--- src/rtl/sts_pkg.sv ---
// ----------------------------------------------------------------------------
// Script token splitter package
// Shared constants, types and helpers for the token splitter blocks.
// ----------------------------------------------------------------------------
package sts_pkg;

  localparam int MAX_TOKEN   = 1024;
  localparam int LEN_W       = $clog2(MAX_TOKEN);
  localparam int NSLOT       = 3;
  localparam int SLOT_W      = 2;
  localparam int QUEUE_DEPTH = 4;
  localparam int QPTR_W      = $clog2(QUEUE_DEPTH);
  localparam int QCNT_W      = $clog2(QUEUE_DEPTH + 1);

  localparam logic [7:0] CH_NUL   = 8'h00;
  localparam logic [7:0] CH_TAB   = 8'h09;
  localparam logic [7:0] CH_LF    = 8'h0A;
  localparam logic [7:0] CH_CR    = 8'h0D;
  localparam logic [7:0] CH_SPACE = 8'h20;
  localparam logic [7:0] CH_QUOTE = 8'h22;
  localparam logic [7:0] CH_SLASH = 8'h2F;

  typedef enum logic [5:0] {
    MODE_BETWEEN = 6'b000001,
    MODE_SLASH   = 6'b000010,
    MODE_COMMENT = 6'b000100,
    MODE_WORD    = 6'b001000,
    MODE_QUOTE   = 6'b010000,
    MODE_DONE    = 6'b100000
  } mode_t;

  typedef struct packed {
    logic [7:0] char_out;
    logic       has_char;
    logic       token_end;
    logic       data_end;
    logic       truncated;
  } item_t;

  typedef struct packed {
    item_t [NSLOT-1:0] items;
    logic [SLOT_W-1:0] count;
  } bundle_t;

  function automatic item_t char_item(logic [7:0] c);
    item_t it;
    it = '0;
    it.char_out = c;
    it.has_char = 1'b1;
    return it;
  endfunction

  function automatic item_t end_item(logic trunc);
    item_t it;
    it = '0;
    it.token_end = 1'b1;
    it.truncated = trunc;
    return it;
  endfunction

  function automatic item_t data_end_item();
    item_t it;
    it = '0;
    it.data_end = 1'b1;
    return it;
  endfunction

endpackage

--- src/rtl/sts_front.sv ---
// ----------------------------------------------------------------------------
// Token splitter front end
// Takes one byte per cycle while the queue has room, tracks the scan mode and
// turns the byte into a request of up to three result items for the queue.
// ----------------------------------------------------------------------------
module sts_front (
  input  logic            clk,
  input  logic            rst,
  input  logic            in_valid,
  output logic            in_ready,
  input  logic [7:0]      ch,
  input  logic            begin_req,
  input  logic            q_ready,
  output logic            push,
  output sts_pkg::bundle_t push_bundle
);

  sts_pkg::mode_t                mode;
  logic [sts_pkg::LEN_W-1:0]     token_length;
  logic                          overflowed;

  sts_pkg::mode_t                mode_next;
  logic [sts_pkg::LEN_W-1:0]     token_length_next;
  logic                          overflowed_next;
  sts_pkg::bundle_t              bundle;
  logic                          accepted;

  always_comb begin
    logic do_word;
    logic do_between;
    logic is_sep;
    logic [sts_pkg::SLOT_W-1:0] n;
    mode_next         = mode;
    token_length_next = token_length;
    overflowed_next   = overflowed;
    bundle            = '0;
    n                 = '0;
    do_word           = 1'b0;
    do_between        = 1'b0;
    is_sep = (ch == sts_pkg::CH_TAB) || (ch == sts_pkg::CH_CR) ||
             (ch == sts_pkg::CH_LF) || (ch == sts_pkg::CH_SPACE);
    if (begin_req) begin
      mode_next         = sts_pkg::MODE_BETWEEN;
      token_length_next = '0;
      overflowed_next   = 1'b0;
    end
    unique case (mode_next)
      sts_pkg::MODE_BETWEEN: begin
        do_between = 1'b1;
      end
      sts_pkg::MODE_SLASH: begin
        if (ch == sts_pkg::CH_SLASH) begin
          mode_next = sts_pkg::MODE_COMMENT;
        end else begin
          mode_next         = sts_pkg::MODE_WORD;
          overflowed_next   = 1'b0;
          bundle.items[n]   = sts_pkg::char_item(sts_pkg::CH_SLASH);
          n                 = n + 2'd1;
          token_length_next = sts_pkg::LEN_W'(1);
          do_word           = 1'b1;
        end
      end
      sts_pkg::MODE_COMMENT: begin
        if (ch == sts_pkg::CH_NUL) begin
          bundle.items[n] = sts_pkg::data_end_item();
          n               = n + 2'd1;
          mode_next       = sts_pkg::MODE_DONE;
        end else if (ch == sts_pkg::CH_LF) begin
          mode_next = sts_pkg::MODE_BETWEEN;
        end
      end
      sts_pkg::MODE_WORD: begin
        do_word = 1'b1;
      end
      sts_pkg::MODE_QUOTE: begin
        if (ch == sts_pkg::CH_QUOTE || ch == sts_pkg::CH_NUL) begin
          bundle.items[n]   = sts_pkg::end_item(overflowed_next);
          n                 = n + 2'd1;
          token_length_next = '0;
          overflowed_next   = 1'b0;
          mode_next         = sts_pkg::MODE_BETWEEN;
          if (ch == sts_pkg::CH_NUL) begin
            bundle.items[n] = sts_pkg::data_end_item();
            n               = n + 2'd1;
            mode_next       = sts_pkg::MODE_DONE;
          end
        end else if (token_length_next < sts_pkg::LEN_W'(sts_pkg::MAX_TOKEN - 1)) begin
          bundle.items[n]   = sts_pkg::char_item(ch);
          n                 = n + 2'd1;
          token_length_next = token_length_next + sts_pkg::LEN_W'(1);
        end else begin
          overflowed_next = 1'b1;
        end
      end
      sts_pkg::MODE_DONE: begin
        mode_next = sts_pkg::MODE_DONE;
      end
      default: begin
        mode_next = sts_pkg::MODE_DONE;
      end
    endcase
    if (do_word) begin
      if (ch == sts_pkg::CH_NUL || is_sep) begin
        bundle.items[n]   = sts_pkg::end_item(overflowed_next);
        n                 = n + 2'd1;
        token_length_next = '0;
        overflowed_next   = 1'b0;
        mode_next         = sts_pkg::MODE_BETWEEN;
        do_between        = 1'b1;
      end else if (token_length_next < sts_pkg::LEN_W'(sts_pkg::MAX_TOKEN - 1)) begin
        bundle.items[n]   = sts_pkg::char_item(ch);
        n                 = n + 2'd1;
        token_length_next = token_length_next + sts_pkg::LEN_W'(1);
      end else begin
        overflowed_next = 1'b1;
      end
    end
    if (do_between) begin
      if (ch == sts_pkg::CH_NUL) begin
        bundle.items[n] = sts_pkg::data_end_item();
        n               = n + 2'd1;
        mode_next       = sts_pkg::MODE_DONE;
      end else if (ch == sts_pkg::CH_TAB || ch == sts_pkg::CH_LF ||
                   ch == sts_pkg::CH_SPACE) begin
        mode_next = sts_pkg::MODE_BETWEEN;
      end else if (ch == sts_pkg::CH_SLASH) begin
        mode_next = sts_pkg::MODE_SLASH;
      end else if (ch == sts_pkg::CH_QUOTE) begin
        token_length_next = '0;
        overflowed_next   = 1'b0;
        mode_next         = sts_pkg::MODE_QUOTE;
      end else begin
        mode_next         = sts_pkg::MODE_WORD;
        overflowed_next   = 1'b0;
        bundle.items[n]   = sts_pkg::char_item(ch);
        n                 = n + 2'd1;
        token_length_next = sts_pkg::LEN_W'(1);
      end
    end
    bundle.count = n;
  end

  assign in_ready    = q_ready;
  assign accepted    = in_valid && q_ready;
  assign push        = accepted && (bundle.count != '0);
  assign push_bundle = bundle;

  always_ff @(posedge clk) begin
    if (rst) begin
      mode         <= sts_pkg::MODE_BETWEEN;
      token_length <= '0;
      overflowed   <= 1'b0;
    end else if (accepted) begin
      mode         <= mode_next;
      token_length <= token_length_next;
      overflowed   <= overflowed_next;
    end
  end

endmodule

--- src/rtl/sts_queue.sv ---
// ----------------------------------------------------------------------------
// Token splitter request queue
// Small first-in first-out buffer of item requests between front and back.
// ----------------------------------------------------------------------------
module sts_queue (
  input  logic             clk,
  input  logic             rst,
  input  logic             push,
  input  sts_pkg::bundle_t push_bundle,
  output logic             ready,
  input  logic             pop,
  output logic             valid,
  output sts_pkg::bundle_t head
);

  sts_pkg::bundle_t               entries [sts_pkg::QUEUE_DEPTH];
  logic [sts_pkg::QPTR_W-1:0]     wr_ptr;
  logic [sts_pkg::QPTR_W-1:0]     rd_ptr;
  logic [sts_pkg::QCNT_W-1:0]     count;

  assign ready = (count != sts_pkg::QCNT_W'(sts_pkg::QUEUE_DEPTH));
  assign valid = (count != '0);
  assign head  = entries[rd_ptr];

  always_ff @(posedge clk) begin
    if (push) begin
      entries[wr_ptr] <= push_bundle;
    end
  end

  always_ff @(posedge clk) begin
    if (rst) begin
      wr_ptr <= '0;
      rd_ptr <= '0;
      count  <= '0;
    end else begin
      if (push) begin
        wr_ptr <= wr_ptr + sts_pkg::QPTR_W'(1);
      end
      if (pop) begin
        rd_ptr <= rd_ptr + sts_pkg::QPTR_W'(1);
      end
      if (push && !pop) begin
        count <= count + sts_pkg::QCNT_W'(1);
      end else if (pop && !push) begin
        count <= count - sts_pkg::QCNT_W'(1);
      end
    end
  end

`ifndef ASSERT_OFF
  a_no_push_full: assert property (@(posedge clk) disable iff (rst)
    push |-> ready) else $error("request pushed into a full queue");
  a_no_pop_empty: assert property (@(posedge clk) disable iff (rst)
    pop |-> valid) else $error("request popped from an empty queue");
`endif

endmodule

--- src/rtl/sts_back.sv ---
// ----------------------------------------------------------------------------
// Token splitter back end
// Walks the items of the queued request at the head and presents them one per
// cycle while the receiver is ready, through the output register.
// ----------------------------------------------------------------------------
module sts_back (
  input  logic             clk,
  input  logic             rst,
  input  logic             q_valid,
  input  sts_pkg::bundle_t head,
  output logic             pop,
  output logic             m_tvalid,
  input  logic             m_tready,
  output logic [7:0]       m_tdata,
  output logic [3:0]       m_tuser,
  output logic             m_tlast
);

  logic [sts_pkg::SLOT_W-1:0] idx;
  sts_pkg::item_t             cur;
  logic                       is_last;
  logic                       load;

  assign cur     = head.items[idx];
  assign is_last = (idx == (head.count - sts_pkg::SLOT_W'(1)));
  assign load    = q_valid && (!m_tvalid || m_tready);
  assign pop     = load && is_last;

  always_ff @(posedge clk) begin
    if (rst) begin
      m_tvalid <= 1'b0;
      idx      <= '0;
    end else if (load) begin
      m_tvalid <= 1'b1;
      idx      <= is_last ? '0 : idx + sts_pkg::SLOT_W'(1);
    end else if (m_tready) begin
      m_tvalid <= 1'b0;
    end
  end

  always_ff @(posedge clk) begin
    if (load) begin
      m_tdata <= cur.char_out;
      m_tuser <= {cur.truncated, cur.data_end, cur.token_end, cur.has_char};
      m_tlast <= is_last;
    end
  end

`ifndef ASSERT_OFF
  a_one_kind: assert property (@(posedge clk) disable iff (rst)
    m_tvalid |-> $onehot(m_tuser[2:0]))
    else $error("result item must be exactly one of byte, end marker, data end");
  a_trunc_on_end: assert property (@(posedge clk) disable iff (rst)
    (m_tvalid && m_tuser[3]) |-> m_tuser[1])
    else $error("truncated flag outside an end marker");
`endif

endmodule

--- src/rtl/script_token_splitter_core.sv ---
// ----------------------------------------------------------------------------
// Script token splitter core
// Splits a text byte stream into tokens of bytes, each closed by an end marker.
//
// The slave channel takes one text byte per request in s_tdata; s_tuser[0]
// restarts scanning for a new buffer. The master channel returns result
// items: a token byte, an end marker (optionally flagged truncated) or the
// end-of-data item, with m_tlast on the final item caused by one input byte.
// A byte yields zero to three items. The front end takes one byte per cycle
// while the four-entry request queue has room; the back end drains one item
// per cycle while the receiver is ready. The first item of a byte is written
// into a queue entry and then captured in the output register before it is
// presented on m_tvalid. Reset clears the scan mode to between tokens and
// empties the queue and the output register. When the receiver stalls, the
// output register holds its item, the queue fills, and s_tready falls once
// the queue is full.
// ----------------------------------------------------------------------------
module script_token_splitter_core (
  input  logic       clk,
  input  logic       rst,
  input  logic       s_tvalid,
  output logic       s_tready,
  input  logic [7:0] s_tdata,   // [7:0] ch
  input  logic [0:0] s_tuser,   // [0] begin_req
  output logic       m_tvalid,
  input  logic       m_tready,
  output logic [7:0] m_tdata,   // [7:0] char_out
  output logic [3:0] m_tuser,   // [0] has_char, [1] token_end, [2] data_end, [3] truncated
  output logic       m_tlast
);

  logic             q_ready;
  logic             push;
  sts_pkg::bundle_t push_bundle;
  logic             q_valid;
  logic             pop;
  sts_pkg::bundle_t head;

  sts_front u_front (
    .clk         (clk),
    .rst         (rst),
    .in_valid    (s_tvalid),
    .in_ready    (s_tready),
    .ch          (s_tdata),
    .begin_req   (s_tuser[0]),
    .q_ready     (q_ready),
    .push        (push),
    .push_bundle (push_bundle)
  );

  sts_queue u_queue (
    .clk         (clk),
    .rst         (rst),
    .push        (push),
    .push_bundle (push_bundle),
    .ready       (q_ready),
    .pop         (pop),
    .valid       (q_valid),
    .head        (head)
  );

  sts_back u_back (
    .clk      (clk),
    .rst      (rst),
    .q_valid  (q_valid),
    .head     (head),
    .pop      (pop),
    .m_tvalid (m_tvalid),
    .m_tready (m_tready),
    .m_tdata  (m_tdata),
    .m_tuser  (m_tuser),
    .m_tlast  (m_tlast)
  );

endmodule

--- config.mk ---
export PLATFORM = sky130hd
export DESIGN_NAME = script_token_splitter_core
export DESIGN_NICKNAME = d
export VERILOG_FILES = /design/src/rtl/sts_pkg.sv /design/src/rtl/sts_front.sv /design/src/rtl/sts_queue.sv /design/src/rtl/sts_back.sv /design/src/rtl/script_token_splitter_core.sv
export SDC_FILE = /design/constraint.sdc
export NUM_CORES = 1
export LEC_CHECK = 0
export ABC_CLOCK_PERIOD_IN_PS = 8700
export BUFFER_PORTS_ARGS = -buffer_cell sky130_fd_sc_hd__buf_2
export CORE_MARGIN = 3
export CORE_UTILIZATION = 32
export DETAILED_ROUTE_END_ITERATION = 6
export PLACE_DENSITY = 0.58
export SLEW_MARGIN = 20
export SYNTH_ARGS = -nofsm -noshare
export SYNTH_HDL_FRONTEND = slang
export SYNTH_SLANG_ARGS = --single-unit
--- constraint.sdc ---
create_clock -name clk -period 8.7 [get_ports clk]
set_input_delay 1.74 -clock clk [delete_from_list [all_inputs] [get_ports clk]]
set_output_delay 1.74 -clock clk [all_outputs]
set_load 0.02 [all_outputs]
==> impl_summary.txt <==
----------------------------------------------------
[Clock tree]
  CTS tree ... yes
  H-tree depth ... 4
  Clock buffer count from CTS ... 17
  Hold buffer count at cts ... 0
  CTS Root Buffer Type ... clkbuf_16
  Maximum buffer depth of the clock tree ... 2
  Num Clock Sinks ... 194
  Resize count post-CTS ... 0
  Setup Fix Bufs, Post-CTS ... 0
  Worst-Skew Late Latency ... 440 ps
  CTS clk-pin slew, worst paths ... 70 ps

[Critical path]
  Arrival time at the worst endpoint ... 7430 ps
  Startpoint types ... primary input
  Critical path endpoint ... u_queue.count[2]
  Reg2reg setup slack ... 2760 ps
  Critical path data required time ... 9060 ps
  Worst setup path start ... s_tuser
  Critical R2R Capture ... u_queue.count[2]
  Critical Path Sink Type ... flop
  Crit path max fanout ... 22
  Type of the worst setup path ... primary input to flop
  Reg2Reg Depth ... 24
  Launch point of the worst reg-to-reg path ... u_front.token_length[0]

[Global routing]
  M3 GR Usage ... 2.33%
  Pin count of the biggest net entering global routing ... 39
  Met1 layer usage reported by global route ... 18.9%
  Number of global-route vias before repair ... 5802
  Most crowded layer after global routing ... met2
  Met2 capacity usage during global routing ... 22.7%
  Initial antenna violation count ... 0
  Global Route Usage Sum ... 13.8%
  Wire length of the first global-routing pass ... 33200 um
  Total congestion overflow ... 0

[Pwr]
  Power density of the placed cells ... 255 nW/um^2
  Clk pwr share ... 31.6%
  Comb pwr share ... 23.3%
  Largest vdd supply drop ... 0.129 mV
  NetSw ... 0.000808 W
  Sw frac ... 30.5%
  Static Leakage ... 3.36 nW
  Relative contribution of sequential cells to total power ... 45.1%
  Cell-internal power ... 0.00184 W

[Floorplanning]
  Initial core utilization ... 32.8%
  Die width ... 176 um
  CORE AREA ... 28100 sq um
  Site row count ... 61
  Die outline height ... 176 um
  Die footprint ... 30900 sq um
  Io pins ... 28

[Cells and area]
  Storage cell area ... 5540 sq um
  Multi-input gate area in the final layout ... 3460 sq um
  Fillers ... 2735
  # diodes ... 0
  Area grow syn2layout ... 12.7%
  Proportion of layout cells with a drive suffix above 1 ... 17.5%
  # nets final ... 734

[Placed design]
  Placer Congestion ... 0.897
  Count of buffers from port buffering ... 27
  Post-placement worst setup slack ... 1270 ps
  Detailed Place HPWL ... 13400 um

[Timing]
  RSZ-0062 raised after global routing ... no
  Final Hold Viols ... 0
  Clock skew ... 17.7 ps
  Max-slew violations ... 0
  Post-route clock period utilization ... 81.3%
  Worst-case headroom to the max-slew limit ... 30.1%
  Worst-case setup margin in the final layout ... 1630 ps
  Actual slew at the worst max-slew pin ... 1050 ps
  Period minus WS final ... 7070 ps
  Fin Setup TNS ... 0 ps
  Maximum frequency from static timing analysis ... 0.141 GHz
  Number of setup violations in the final report ... 0

[Detailed routing]
  Number of iterations in the first detailed-routing pass ... 5
  Initial DRC Count ... 492
  Final routed wire length divided by cell count ... 19.0 um
  Post-DR vias/cell ... 5.27
  ANT nets after route ... 0
  Number of design rule violations left after detail routing ... 0
  Wire length after detailed routing ... 20900 um
  Vias post-DR ... 5787

[Synth]
  Synth area leaders ... edfxtp_1, mux4_2, dfxtp_1
  Post-synthesis cell type count ... 77
  Share of synthesized area occupied by flip-flops and latches ... 60.0%
  Fraction of synthesized cell area taken by the top area cell type ... 53.7%
  Number of warnings issued by yosys ... 0
  Number of instances in the synthesized netlist ... 688
  Ranking of synthesized cells by instance count ... edfxtp_1, nand2_1, nor2_1
  Dominant cell type by area after synthesis ... edfxtp_1
  Area of the mapped netlist ... 9230 sq um
  Avg Cell Area, Syn ... 13.4 sq um
  EDFF count, synth ... 165
  Post-synthesis async set-or-reset flop share ... 0%
  Top-count cell post-synth ... edfxtp_1
  Synth Flop Type ... edfxtp_1
  Net count after synthesis ... 715
  Synth Register Bits ... 194

[Worst hold path]
  Hold crit path type ... flop to flop
  Start point of the worst min-delay path ... u_front.overflowed
  Number of cells on the worst hold path ... 2

[Run status]
  Outcome ... completed

[Run]
  Max_cap viols ... 0

----------------------------------------------------
[layout make-up]
cell class              instances  area share [%]
clock inverters                15            2.17
multi-input cells             434            33.3
flip-flops and latches        194            53.2
inverters                      28            1.01
well taps                     378            4.55
clock buffers                  17            4.09
repair buffers                 32            1.66
[worst min-delay path by stage]
stage,end
floorplan,u_front.overflowed
global placement,u_front.overflowed
detailed placement,u_front.overflowed
CTS,u_front.overflowed
global route,u_front.overflowed
finish,u_front.overflowed
[power groups by stage]
stage | combinational, W | clock (W) | sequential (W)
6_report | 0.000617 | 0.000837 | 0.00119
5_1_grt | 0.000688 | 0.000895 | 0.00121
4_1_cts | 0.000633 | 0.000854 | 0.00120
3_5_place_dp | 0.000630 | 0 | 0.00122
3_3_place_gp | 0.000627 | 0 | 0.00121
2_1_floorplan | 0.000430 | 0 | 0.00125
[flip-flops by register name, summed over array words and instances, names as in the netlist, 2 cells and up, named ones only]
name                  count
u_back.m_tdata            8
u_back.idx                2
u_front.mode              6
u_queue.rd_ptr            2
u_queue.count             3
u_back.m_tuser            4
u_queue.wr_ptr            2
u_front.token_length     10
u_queue.entries         152
[cells in the final DEF, fill, tap and decap left out, types with 4 or more instances in the layout]
cell type	n
edfxtp_1	165
nand2_1	48
nor2_1	47
mux4_2	38
inv_1	28
o21ai_0	28
buf_2	27
dfxtp_1	27
a21oi_1	25
and2_1	20
mux2i_1	17
clkbuf_16	17
nor3_1	16
o22ai_1	14
nand3_1	13
ha_1	13
and3_1	11
nand2b_1	10
nor2b_1	9
xnor2_1	9
o211ai_1	7
nand4b_1	7
clkinv_8	7
xor2_1	6
a31oi_1	6
nand4_1	5
and2_2	5
inv_8	5
buf_4	5
and4b_1	4
nand3b_1	4
a32o_1	4
[kinds of logic after synthesis]
kind of cell,Yosys count,synth area share [%]
compound gates,128,9.67
xor+xnor,15,1.42
fa+ha+maj,14,1.98
buf+inv,60,2.50
flops,194,60.0
mux,56,11.3
simple gates,221,13.1
[worst max-delay path, cell delays in order]
cell and delay [ps]:
buf_2 210, nand2b_1 230, inv_1 80, ha_1 320, and4_1 280, nand3_1 380
a21oi_1 260, a2bb2oi_1 310, ha_1 310, nand3b_1 120, nor4_1 190, o211ai_1 130
o221ai_1 190, and4b_4 360, a31oi_4 140, a21o_2 280, inv_1 80, ha_1 240
nand4_1 90, o311a_4 260, ha_1 190, inv_1 60, fa_1 370, xor2_1 170
or3_1 300, a21oi_1 150
[stage by stage]
step / util [%] / cells / total power (W) / hold WS (ps) / cell area, sq um
final: 37.0 / 1098 / 0.00265 / 466 / 10400
after global routing: 37.0 / 1098 / 0.00279 / 509 / 10400
after CTS: 37.0 / 1098 / 0.00268 / 470 / 10400
after detailed placement: 34.7 / 1066 / 0.00185 / 459 / 9750
after global placement: 34.7 / 1066 / 0.00184 / 456 / 9750
after floorplan: - / 688 / 0.00168 / 432 / 9230
[routing by layer]
layer  part of all wire, %  up-vias
met4                   1.0        0
met1                    47     2919
li1                      -     2699
met2                    48      154
met5                     0        -
met3                   3.9       15
Power figures use the tool's default switching activity.
